[src/rtl/multichannel_moving_average_macros.svh]
// Assertion macros shared by the moving average RTL.
`ifndef MULTICHANNEL_MOVING_AVERAGE_MACROS_SVH
`define MULTICHANNEL_MOVING_AVERAGE_MACROS_SVH

// Same-cycle implication, checked on clk and disabled while arst_n is low.
`define MMA_ASSERT_NOW(label, ante, cons, msg) \
	label: assert property (@(posedge clk) disable iff (!arst_n) (ante) |-> (cons)) \
		else $error(msg);

// Next-cycle implication, checked on clk and disabled while arst_n is low.
`define MMA_ASSERT_NEXT(label, ante, cons, msg) \
	label: assert property (@(posedge clk) disable iff (!arst_n) (ante) |=> (cons)) \
		else $error(msg);

`endif

[src/rtl/mma_pkg.sv]
// Shared constants and helper functions of the multichannel moving average.
package mma_pkg;

	localparam int CHANNELS_DEF    = 4;
	localparam int MAX_WINDOW_DEF  = 32;
	localparam int SAMPLE_BITS_DEF = 16;

	localparam int CH_FIELD_W   = 2;
	localparam int NUM_WIN_REGS = 4;
	localparam int WIN_REG_W    = 6;
	localparam int WIN_RESET    = 1;
	localparam int REG_IDX_W    = 2;
	localparam int PADDR_W      = 4;
	localparam int PDATA_W      = 32;

	// Bits needed to hold a window length from 0 up to and including max_window.
	function automatic int win_width(input int max_window);
		return $clog2(max_window + 1);
	endfunction

	// Bits of an exact running sum of max_window samples.
	function automatic int sum_width(input int sample_bits, input int max_window);
		return sample_bits + $clog2(max_window);
	endfunction

endpackage

[src/rtl/multichannel_moving_average.sv]
// Per-channel boxcar moving average over a sample stream. Each transaction carries a
// channel number and a signed sample; every accepted transaction yields exactly one
// result transaction with the same channel. Channel c averages its last window_ch<c>
// samples (values above MAX_WINDOW act as MAX_WINDOW), truncating toward zero; a
// window of zero, or a channel at or above CHANNELS, passes the sample through. The
// block handles one transaction at a time. A filtered transaction's result comes from
// the bit-serial divider that produces one quotient bit per cycle, SUM_W bits in all
// (SUM_W = SAMPLE_BITS + clog2(MAX_WINDOW)); a pass-through transaction skips the
// history read and the divider. The next transaction is accepted once the result
// sits in the output register. History lives in a RAM with no clearing pass: an entry
// reads as zero until the channel's write pointer has wrapped once since reset or
// since the last write of that channel's window register, which also clears the
// channel's running sum.
`include "multichannel_moving_average_macros.svh"

module multichannel_moving_average #(
	parameter int CHANNELS    = mma_pkg::CHANNELS_DEF,
	parameter int MAX_WINDOW  = mma_pkg::MAX_WINDOW_DEF,
	parameter int SAMPLE_BITS = mma_pkg::SAMPLE_BITS_DEF
) (
	input  logic                            clk,
	input  logic                            arst_n,
	input  logic                            psel,
	input  logic                            penable,
	input  logic                            pwrite,
	input  logic [mma_pkg::PADDR_W-1:0]     paddr,
	input  logic [mma_pkg::PDATA_W-1:0]     pwdata,
	output logic [mma_pkg::PDATA_W-1:0]     prdata,
	output logic                            pready,
	input  logic                            in_valid,
	output logic                            in_stall,
	input  logic [mma_pkg::CH_FIELD_W-1:0]  channel,
	input  logic signed [SAMPLE_BITS-1:0]   sample,
	output logic                            out_valid,
	input  logic                            out_stall,
	output logic [mma_pkg::CH_FIELD_W-1:0]  out_channel,
	output logic signed [SAMPLE_BITS-1:0]   average
);

	import mma_pkg::*;

	localparam int SB    = SAMPLE_BITS;
	localparam int WIN_W = win_width(MAX_WINDOW);
	localparam int SUM_W = sum_width(SAMPLE_BITS, MAX_WINDOW);
	localparam int PTR_W = $clog2(MAX_WINDOW);
	localparam int CH_W  = (CHANNELS > 1) ? $clog2(CHANNELS) : 1;
	localparam int DEPTH = CHANNELS * MAX_WINDOW;
	localparam int HA_W  = $clog2(DEPTH);

	typedef enum logic [5:0] {
		ST_IDLE  = 6'b000001,
		ST_READ  = 6'b000010,
		ST_SUM   = 6'b000100,
		ST_DIVGO = 6'b001000,
		ST_DIV   = 6'b010000,
		ST_OUT   = 6'b100000
	} state_t;

	state_t state_q;

	// Configuration registers.
	logic [WIN_REG_W-1:0] win_q [NUM_WIN_REGS];
	logic                 cfg_wr;
	logic [REG_IDX_W-1:0] cfg_idx;

	// Per-channel filter state.
	logic signed [SUM_W-1:0] sum_q  [CHANNELS];
	logic [PTR_W-1:0]        ptr_q  [CHANNELS];
	logic                    wrap_q [CHANNELS];

	// Transaction being worked on.
	logic [CH_FIELD_W-1:0]  ch_q;
	logic [CH_W-1:0]        idx_q;
	logic [WIN_W-1:0]       w_q;
	logic [PTR_W-1:0]       p_q;
	logic [HA_W-1:0]        addr_q;
	logic signed [SB-1:0]   sample_q;
	logic signed [SB:0]     diff_q;
	logic signed [SB-1:0]   result_q;

	// Output register.
	logic                   out_valid_q;
	logic [CH_FIELD_W-1:0]  out_channel_q;
	logic signed [SB-1:0]   average_q;

	logic                   in_acc;
	logic                   out_free;
	logic [CH_W-1:0]        ch_in_idx;
	logic [WIN_W-1:0]       w_in;
	logic                   filt_in;
	logic [PTR_W-1:0]       ptr_in;
	logic [PTR_W-1:0]       p_in;
	logic [HA_W-1:0]        rd_addr;
	logic [SB-1:0]          rd_data;
	logic signed [SB-1:0]   old_smp;
	logic [WIN_W-1:0]       p_inc;
	logic                   div_start;
	logic                   div_done;
	logic signed [SB-1:0]   div_quot;

	assign pready   = 1'b1;
	assign cfg_wr   = psel & penable & pwrite;
	assign cfg_idx  = paddr[PADDR_W-1:2];
	assign prdata   = PDATA_W'(win_q[cfg_idx]);

	assign in_stall = (state_q != ST_IDLE);
	assign in_acc   = in_valid & ~in_stall;
	assign out_free = ~out_valid_q | ~out_stall;

	always_comb begin
		ch_in_idx = CH_W'(channel);
		if (int'(win_q[channel]) > MAX_WINDOW) begin
			w_in = WIN_W'(MAX_WINDOW);
		end else begin
			w_in = WIN_W'(win_q[channel]);
		end
		filt_in = (int'(channel) < CHANNELS) && (w_in != '0);
		ptr_in  = ptr_q[ch_in_idx];
		p_in    = (WIN_W'(ptr_in) >= w_in) ? '0 : ptr_in;
		rd_addr = HA_W'(int'(ch_in_idx) * MAX_WINDOW) + HA_W'(p_in);
		old_smp = wrap_q[idx_q] ? $signed(rd_data) : '0;
		p_inc   = WIN_W'(p_q) + 1'b1;
	end

	always_ff @(posedge clk or negedge arst_n) begin
		if (!arst_n) begin
			state_q <= ST_IDLE;
		end else begin
			case (state_q)
				ST_IDLE: begin
					if (in_acc) begin
						state_q <= filt_in ? ST_READ : ST_OUT;
					end
				end
				ST_READ: begin
					state_q <= ST_SUM;
				end
				ST_SUM: begin
					state_q <= ST_DIVGO;
				end
				ST_DIVGO: begin
					state_q <= ST_DIV;
				end
				ST_DIV: begin
					if (div_done) begin
						state_q <= ST_OUT;
					end
				end
				ST_OUT: begin
					if (out_free) begin
						state_q <= ST_IDLE;
					end
				end
				default: begin
					state_q <= ST_IDLE;
				end
			endcase
		end
	end

	// Window registers and per-channel state; a window write restarts its channel.
	always_ff @(posedge clk or negedge arst_n) begin
		if (!arst_n) begin
			for (int i = 0; i < NUM_WIN_REGS; i++) begin
				win_q[i] <= WIN_REG_W'(WIN_RESET);
			end
			for (int c = 0; c < CHANNELS; c++) begin
				sum_q[c]  <= '0;
				ptr_q[c]  <= '0;
				wrap_q[c] <= 1'b0;
			end
		end else begin
			if (cfg_wr) begin
				win_q[cfg_idx] <= pwdata[WIN_REG_W-1:0];
				for (int c = 0; c < CHANNELS; c++) begin
					if (int'(cfg_idx) == c) begin
						sum_q[c]  <= '0;
						ptr_q[c]  <= '0;
						wrap_q[c] <= 1'b0;
					end
				end
			end
			if (state_q == ST_READ) begin
				if (p_inc >= w_q) begin
					ptr_q[idx_q]  <= '0;
					wrap_q[idx_q] <= 1'b1;
				end else begin
					ptr_q[idx_q] <= PTR_W'(p_inc);
				end
			end
			if (state_q == ST_SUM) begin
				sum_q[idx_q] <= sum_q[idx_q] + SUM_W'(diff_q);
			end
		end
	end

	always_ff @(posedge clk) begin
		if (in_acc) begin
			ch_q     <= channel;
			idx_q    <= ch_in_idx;
			w_q      <= w_in;
			p_q      <= p_in;
			addr_q   <= rd_addr;
			sample_q <= sample;
			result_q <= sample;
		end
		if (state_q == ST_READ) begin
			diff_q <= (SB+1)'(sample_q) - (SB+1)'(old_smp);
		end
		if ((state_q == ST_DIV) && div_done) begin
			result_q <= div_quot;
		end
	end

	always_ff @(posedge clk or negedge arst_n) begin
		if (!arst_n) begin
			out_valid_q <= 1'b0;
		end else begin
			if ((state_q == ST_OUT) && out_free) begin
				out_valid_q <= 1'b1;
			end else if (~out_stall) begin
				out_valid_q <= 1'b0;
			end
		end
	end

	always_ff @(posedge clk) begin
		if ((state_q == ST_OUT) && out_free) begin
			out_channel_q <= ch_q;
			average_q     <= result_q;
		end
	end

	assign out_valid   = out_valid_q;
	assign out_channel = out_channel_q;
	assign average     = average_q;

	assign div_start = (state_q == ST_DIVGO);

	mma_hist_ram #(
		.DEPTH (DEPTH),
		.WIDTH (SB),
		.AW    (HA_W)
	) u_hist (
		.clk     (clk),
		.rd_en   (in_acc & filt_in),
		.rd_addr (rd_addr),
		.rd_data (rd_data),
		.wr_en   (state_q == ST_READ),
		.wr_addr (addr_q),
		.wr_data (sample_q)
	);

	mma_serial_div #(
		.SB    (SB),
		.SUM_W (SUM_W),
		.WIN_W (WIN_W)
	) u_div (
		.clk      (clk),
		.arst_n   (arst_n),
		.start    (div_start),
		.dividend (sum_q[idx_q]),
		.divisor  (w_q),
		.done     (div_done),
		.quotient (div_quot)
	);

	`MMA_ASSERT_NOW(a_read_window, state_q == ST_READ, w_q != '0, "filter path with zero window")
	`MMA_ASSERT_NOW(a_done_in_div, div_done, state_q == ST_DIV, "divider finished out of turn")
	`MMA_ASSERT_NOW(a_ptr_bound, state_q == ST_SUM, WIN_W'(ptr_q[idx_q]) < w_q, "pointer past window")

endmodule

[src/rtl/mma_hist_ram.sv]
// Sample history memory: one write port, one registered read port.
module mma_hist_ram #(
	parameter int DEPTH = 128,
	parameter int WIDTH = 16,
	parameter int AW    = 7
) (
	input  logic             clk,
	input  logic             rd_en,
	input  logic [AW-1:0]    rd_addr,
	output logic [WIDTH-1:0] rd_data,
	input  logic             wr_en,
	input  logic [AW-1:0]    wr_addr,
	input  logic [WIDTH-1:0] wr_data
);

	logic [WIDTH-1:0] mem_q [DEPTH];
	logic [WIDTH-1:0] rd_data_q;

	always_ff @(posedge clk) begin
		if (wr_en) begin
			mem_q[wr_addr] <= wr_data;
		end
	end

	always_ff @(posedge clk) begin
		if (rd_en) begin
			rd_data_q <= mem_q[rd_addr];
		end
	end

	assign rd_data = rd_data_q;

endmodule

[src/rtl/mma_serial_div.sv]
// Bit-serial restoring divider: signed running sum over unsigned window, truncated toward zero.
`include "multichannel_moving_average_macros.svh"

module mma_serial_div #(
	parameter int SB    = 16,
	parameter int SUM_W = 21,
	parameter int WIN_W = 6
) (
	input  logic                    clk,
	input  logic                    arst_n,
	input  logic                    start,
	input  logic signed [SUM_W-1:0] dividend,
	input  logic [WIN_W-1:0]        divisor,
	output logic                    done,
	output logic signed [SB-1:0]    quotient
);

	import mma_pkg::*;

	localparam int CNT_W = $clog2(SUM_W + 1);

	typedef enum logic [2:0] {
		DV_IDLE = 3'b001,
		DV_RUN  = 3'b010,
		DV_FIN  = 3'b100
	} dv_state_t;

	dv_state_t        dv_state_q;
	logic [CNT_W-1:0] cnt_q;
	logic             done_q;
	logic             sign_q;
	logic [WIN_W-1:0] rem_q;
	logic [WIN_W-1:0] div_q;
	logic [SUM_W-1:0] quo_q;
	logic [SB-1:0]    quotient_q;

	logic [WIN_W:0]   shifted;
	logic [WIN_W:0]   trial;
	logic [WIN_W-1:0] rem_nxt;
	logic             quo_bit;
	logic [SUM_W-1:0] quo_neg;

	// The dividend magnitude shifts out of the top of quo_q into the
	// remainder while quotient bits shift in at the bottom.
	always_comb begin
		shifted = {rem_q, quo_q[SUM_W-1]};
		trial   = shifted - {1'b0, div_q};
		quo_bit = ~trial[WIN_W];
		rem_nxt = quo_bit ? trial[WIN_W-1:0] : shifted[WIN_W-1:0];
		quo_neg = -quo_q;
	end

	always_ff @(posedge clk or negedge arst_n) begin
		if (!arst_n) begin
			dv_state_q <= DV_IDLE;
			cnt_q      <= '0;
			done_q     <= 1'b0;
		end else begin
			done_q <= 1'b0;
			case (dv_state_q)
				DV_IDLE: begin
					if (start) begin
						cnt_q      <= CNT_W'(SUM_W);
						dv_state_q <= DV_RUN;
					end
				end
				DV_RUN: begin
					cnt_q <= cnt_q - 1'b1;
					if (cnt_q == CNT_W'(1)) begin
						dv_state_q <= DV_FIN;
					end
				end
				DV_FIN: begin
					done_q     <= 1'b1;
					dv_state_q <= DV_IDLE;
				end
				default: begin
					dv_state_q <= DV_IDLE;
				end
			endcase
		end
	end

	always_ff @(posedge clk) begin
		case (dv_state_q)
			DV_IDLE: begin
				if (start) begin
					sign_q <= dividend[SUM_W-1];
					quo_q  <= dividend[SUM_W-1] ? SUM_W'(-dividend) : SUM_W'(dividend);
					rem_q  <= '0;
					div_q  <= divisor;
				end
			end
			DV_RUN: begin
				rem_q <= rem_nxt;
				quo_q <= {quo_q[SUM_W-2:0], quo_bit};
			end
			DV_FIN: begin
				quotient_q <= sign_q ? quo_neg[SB-1:0] : quo_q[SB-1:0];
			end
			default: begin
				rem_q <= rem_q;
			end
		endcase
	end

	assign done     = done_q;
	assign quotient = quotient_q;

	`MMA_ASSERT_NOW(a_start_idle, start, dv_state_q == DV_IDLE, "divider started while busy")
	`MMA_ASSERT_NOW(a_div_nonzero, start, divisor != '0, "divider started with zero window")
	`MMA_ASSERT_NOW(a_rem_bound, dv_state_q == DV_RUN, rem_q < div_q, "remainder not below window")

endmodule
[config.mk]
export PLATFORM = sky130hd
export DESIGN_NAME = multichannel_moving_average
export DESIGN_NICKNAME = d
export VERILOG_FILES = /design/src/rtl/mma_pkg.sv /design/src/rtl/multichannel_moving_average.sv /design/src/rtl/mma_hist_ram.sv /design/src/rtl/mma_serial_div.sv
export VERILOG_INCLUDE_DIRS = /design/src /design/src/rtl
export SDC_FILE = /design/constraint.sdc
export NUM_CORES = 2
export LEC_CHECK = 0
export BUFFER_PORTS_ARGS = -buffer_cell sky130_fd_sc_hd__clkbuf_2
export CORE_ASPECT_RATIO = 0.8
export CORE_MARGIN = 1.5
export CORE_UTILIZATION = 65
export DETAILED_ROUTE_END_ITERATION = 8
export PLACE_DENSITY_LB_ADDON = 0.08
export SYNTH_ARGS = -nofsm -noshare
export SYNTH_HDL_FRONTEND = slang
export SYNTH_HIERARCHICAL = 1
export SYNTH_SLANG_ARGS = --single-unit
[constraint.sdc]
create_clock -name clk -period 12.05 [get_ports clk]
set_clock_uncertainty 0.15 [all_clocks]
set_input_delay 1.8075 -clock clk [delete_from_list [all_inputs] [get_ports clk]]
set_output_delay 1.8075 -clock clk [all_outputs]
set_load 0.05 [all_outputs]
-- After elaboration in Yosys (flattened, before gate mapping)
Memories as Yosys holds them, arrays and structs flattened. A register that Yosys moved wholly into a read port is not among the register bits.
Index checks and enable logic that the tools add are counted.
- register bits: 285
- RAM bits: 2048
- input port bits: 61
- memories kept: 1
- memories (name ; words ; width ; rd ports ; clocked after Yosys merged registers in ; write ports ; line ; source):
    u_hist.mem_q ; 128 ; 16 ; 1 ; 1 ; 1 ; mma_hist_ram.sv:16 ; logic [WIDTH-1:0] mem_q [DEPTH];
- $add $sub $neg: 8
- $lt $le $gt $ge: 8
- equal/unequal tests: 20
- muxes and demuxes: 73
- bitwise operators: 15
- reduce and logical (&&, ||, !) cells: 12
- operator list (kind ; number):
    $mux 21 ; 9
    $mux 84 ; 2
    $bwmux 84 ; 1
    $mux 6 ; 12
    $mux 16 ; 4
    $mux 20 ; 3
    $mux 5 ; 9
    $bmux 21 s2 ; 1
    $demux 21 s2 ; 1
    $pmux 21 s2 ; 1
    $pmux 6 s6 ; 1
    $bmux 6 s2 ; 2
    $bwmux 24 ; 1
    $add 21x17->21 ; 1
    $neg 21->21 ; 1
    $and 20x20->20 ; 1
    $bwmux 20 ; 1
    $not 20->20 ; 1
    $sub 16x16->17 ; 1
    $neg 16->16 ; 1
    $demux 6 s2 ; 1
    $mux 1 ; 12
    $mux 4 ; 3
    $pmux 6 s2 ; 1
    42 further kinds ; 65

-- Longest topological paths before layout
- depth after elaboration: 10
- mapped depth: 20
- gate-level depth less buffers: 15

-- Modules after synthesis
The synthesis kept the hierarchy.
- modules (own cells, without submodules) (module ; times used ; cells an instance ; area an instance (sq um) ; sequential area each (sq um)):
    mma_hist_ram ; 1 ; 3086 ; 78683.0 ; 61979.4
    multichannel_moving_average ; 1 ; 957 ; 11531.1 ; 5886.9
    mma_serial_div ; 1 ; 295 ; 3221.8 ; 1727.9

-- Least setup slack after synthesis
Ideal clock, no wire load.
- path type: input -> register
- from: in channel[1] (netlist bit)
- to: reg u_hist.rd_data_q[0] (netlist: u_hist/rd_data[0]) (read register of u_hist.mem_q) (data pin)
- arrival time: 6781 ps
- required time: 11640 ps
- path slack: 4860 ps
- stages on the path: 17
- buffers on the path: 4
- path through: buf_1 -> mux2_2 -> o21ai_0 -> clkbuf_1 -> and2_1 -> ha_1 -> nand2b_1 -> a21o_1 -> a21o_1 -> a21o_1 -> a21o_1 -> a21boi_0 -> clkbuf_1 -> buf_1 -> mux4_2 -> mux4_2 -> mux2_2
- cells in the longest elaborated chain, start to end: 9
- elaborated cells between the ends (all ways): 14
- those cells by class: 1 x add/sub; 2 x order compare; 8 x mux; 2 x bitwise; 1 x reduce/logical
- ends and longest elaborated chain (what ; line ; source):
    from (decl) ; multichannel_moving_average.sv:32 ; input logic [mma_pkg::CH_FIELD_W-1:0] channel,
    $not 2->3 (not written as such) * ; multichannel_moving_average.sv:112, multichannel_moving_average.sv:115 ;
    $bmux 6 s2 * ; multichannel_moving_average.sv:112, multichannel_moving_average.sv:115 ;
    $mux 6 (not written as such) * (2 in series) ; multichannel_moving_average.sv:112, multichannel_moving_average.sv:115 ;
    $gt 6x6->1 ; multichannel_moving_average.sv:112 ; if (int'(win_q[channel]) > MAX_WINDOW) begin
    $mux 6 * ; multichannel_moving_average.sv:112 ;
    named net w_in[0] ; multichannel_moving_average.sv:89 ; logic [WIN_W-1:0] w_in;
    $ge 5x6->1 * ; multichannel_moving_average.sv:119 ; p_in = (WIN_W'(ptr_in) >= w_in) ? '0 : ptr_in;
    $mux 5 * ; multichannel_moving_average.sv:119 ;
    named net p_in[1] ; multichannel_moving_average.sv:92 ; logic [PTR_W-1:0] p_in;
    $add 7x5->7 * ; multichannel_moving_average.sv:120 ; rd_addr = HA_W'(int'(ch_in_idx) * MAX_WINDOW) + HA_W'(p_in);
    to (decl) ; mma_hist_ram.sv:17 ; logic [WIDTH-1:0] rd_data_q;
The timed path passes the listed nets; every way through them passes the cells marked *. The select of a mux whose other input is x is not followed.
A chain may end at the register's enable or synchronous reset.

-- Final worst setup path
- from: in channel[1] (netlist bit)
- to: reg u_hist.rd_data_q[7] (netlist: u_hist/rd_data[7]) (read register of u_hist.mem_q) (data pin)
Same word-level chain as after synthesis.

==> results by group <==
STA
  – RSZ-0062 raised after global routing: false
  – Max Slew Vio Count: 0
  – Period utilization: 0.670
  – Max frequency: ~120 MHz
  – Final Hold Viols: 0
  – Max transition margin: 0.142
  – Worst-margin pin slew: about 1300 ps
  – TNS Setup: 0 ps
  – Post-route minimum period: just over 8000 ps
  – Final setup fails: 0

Place
  – Placed inst area: about 97,000 um^2
  – HPWL after detailed placement: 123 mm
  – GPL Wtd Cong: roughly 0.86
  – PortBufs: slightly below 60

Yosys
  – FFs w/ async S/R, synth: 0.0632
  – Mean Syn Cell Area: around 22 um^2
  – Synthesized cell area: 93,400 um^2
  – Compound-Gate Fraction of Synth Area: 0.0232
  – Unique masters post-synth: 82
  – Xor and xnor area share after synthesis: 0.00636
  – Synth top area share: 0.705
  – Flops & latches, synth: around 2,300
  – Post-synthesis mux area share: 0.178
  – Post-synthesis adder-cell area fraction: 0.00841
  – Leading area contributor after synthesis: edfxtp_1
  – Main combinational cell family by area after synthesis: multiplexers
  – Yosys warnings: 6
  – Post-synthesis simple-gate area fraction: 0.0253
  – Mapped Cells: ~4,300
  – Number of flops mapped to enable cells by yosys: about 2,200
  – Synth top area cells: edfxtp_1 (71%), mux4_2 (17%), dfrtp_1 (3.8%)
  – Sequential-to-total area share from yosys stat: 0.745
  – Commonest register cell after synthesis: edfxtp_1

Clocking
  – Root buffer cell: clkbuf_16
  – Total CTS buffers: around 210
  – Clock sink count: around 2,300
  – TritonCTS clock tree: built
  – Post-CTS Setup Bufs: 0
  – H-Tree Depth: 4
  – Post-cts sizing count: 0
  – Clk slew on worst S/H paths: approximately 60 ps
  – Clk buf depth: 3
  – Clock Latency Late Sink: ~850 ps
  – Hold_buf cts: 0

Job
  – Max Cap Violations: 0

Route
  – Drt drc: 0
  – Via count: around 46,000
  – Drt first pass iters: 6
  – WL met3: ~24 mm
  – WL final: 216 mm
  – Initial drt markers: about 5,800
  – M1 WL: just under 90 mm
  – Highest metal used: met5
  – DR vias/cell: between 6 and 7
  – Post-route ant nets: 0
  – Routed WL per cell: 32.4 um
  – Met2 wire length: 99.6 mm

Global routing
  – Gr usage total: 0.302
  – Initial antenna violation count: 14
  – Largest net degree at the start of global routing: 137
  – First-pass GRT wire length: 313 mm
  – Vias in the first global route: about 45,000
  – Total global routing overflow: 0

Critical path
  – Max Fanout on Critical Path: 78
  – Setup crit start kind: primary input
  – Critical path type: primary input to flip-flop
  – Critical Path RT: about 12,000 ps
  – CP arrival: about 8500 ps
  – Reg2reg start: win_q[11]$_DFFE_PN0P_
  – Worst Reg2Reg Path Length in Cells: 17
  – Crit end category: flip-flop
  – R2R Setup Slk: about 5400 ps
  – R2R Path End: u_hist/rd_data[7]$_DFFE_PP_

Outcome
  – Status: completed

Die
  – Starting density of the core: 0.655
  – Die area: between 100,000 and 150,000 um^2
  – Row count: between 100 and 150
  – Core region area: approximately 140,000 um^2
  – Die Ht: about 340 um
  – I/O pin total: between 100 and 150
  – Die X: between 400 and 500 um

Final layout
  – Final #Nets: 4,720
  – Fin area: between 100,000 and 150,000 um^2
  – Area Growth Syn to Fin: 10.8%
  – FILL cells: 8,136
  – Area of the multi-input gates: approximately 23,000 um^2
  – Sequential cell area: between 60,000 and 70,000 um^2
  – Commonest cells after routing, fill and taps aside: edfxtp_1 (2,194), mux4_2 (709), clkbuf_16 (214)
  – Commonest non-fill, non-tap cell in the layout: edfxtp_1
  – Share of cells above drive strength 1: 0.286

Power and ir drop
  – Max IR drop VDD: ~0.27 mV
  – P_leak: ~0.033 uW
  – Total power: roughly 23,000 uW
  – PwrDens: roughly 220 nW/um^2

Min path
  – Worst Hold Depth: 0
  – Worst hold path type: flip-flop to flip-flop
  – Min-delay src: result_q[1]$_DFFE_PP_
  – Worst Hold Endpoint: average[1]$_DFFE_PP_
==> how the worst max path moves through the flow <==
stage / from / endpoint / slack, ps
floorplan: channel[1] / u_hist/rd_data[0]$_DFFE_PP_ / 4860
global placement: channel[1] / u_hist/rd_data[7]$_DFFE_PP_ / 3110
detailed placement: channel[1] / u_hist/rd_data[12]$_DFFE_PP_ / 3070
CTS: channel[1] / u_hist/rd_data[12]$_DFFE_PP_ / 3910
global route: channel[1] / u_hist/rd_data[12]$_DFFE_PP_ / 3660
finish: channel[1] / u_hist/rd_data[7]$_DFFE_PP_ / 3970
==> power by group <==
group	switching [uW]	internal (uW)
logic	3960	2920
registers	173	9670
clock network	2900	3630
==> cell families (layout without fill, tap and decap cells) <==
group	after synthesis	after routing
compound gates	306	306
other cells	2	29
buf+inv	281	688
mux	771	771
flops	2342	2342
simple gates	508	508
fa+ha+maj	61	61
xor+xnor	67	67
==> through the flow <==
stage	hold slack, ps	worst slack (ps)	util	cells
3_3_place_gp	253	3110	0.679	6277
6_report	268	3970	0.725	6662
3_5_place_dp	255	3070	0.679	6277
4_1_cts	270	3910	0.725	6660
2_1_floorplan	250	4860	-	4363
5_1_grt	274	3660	0.725	6660
==> synthesized netlist by cell type, types with 9 or more instances <==
cell	n
buf_2	68
o21ai_1	9
nor2_1	189
buf_1	32
xnor2_1	39
clkbuf_1	106
a21oi_1	39
nand2b_1	11
mux2_2	53
nand3_1	39
and2_1	12
nand2_1	145
o31ai_1	17
and3_1	10
nor2b_1	21
a21o_1	25
buf_4	29
mux4_2	709
o211ai_1	9
a22o_1	62
ha_1	58
xor2_1	27
o21ai_0	75
edfxtp_1	2194
inv_1	44
nor3_1	20
dfrtp_1	142
==> layout make-up <==
type | instances | share of cell area
diodes | 2 | 0.0000483
multi-input cells | 1740 | 0.220
inverters | 44 | 0.00160
clock inverters | 121 | 0.0106
well taps | 1890 | 0.0228
clock buffers | 262 | 0.0535
flip-flops and latches | 2342 | 0.672
repair buffers | 261 | 0.0189
==> flip-flops by register name, summed over array words and instances (netlist names), 5 cells and up <==
name            count
u_hist/mem_q     2048
u_div/rem_q         6
u_div/cnt_q         5
u_div/div_q         6
sample_q           16
diff_q             17
sum_q              84
ptr_q              20
state_q             6
u_div/quo_q        21
u_div/quotient     16
average            16
result_q           16
w_q                 6
u_hist/rd_data     16
win_q              24
==> per-layer routing <==
metal,vias up,GRT usage
met5,-,0
li1,18600,-
met2,2465,0.445
met4,2,0.0751
met3,273,0.0682
met1,24300,0.472
==> critical path, stage by stage <==
cell      delay, ps
clkbuf_2         70
buf_4           590
mux2_2          420
o21ai_1         200
buf_4           280
and2_1          180
ha_1            230
nand2b_1        140
a21o_1          170
a21o_1          160
a21o_1          170
a21o_1          340
a21oi_4         660
buf_12          290
buf_12          540
mux4_2          600
mux4_2          600
mux4_2          580
mux2_2          320
(Power assumes the default switching activity.)
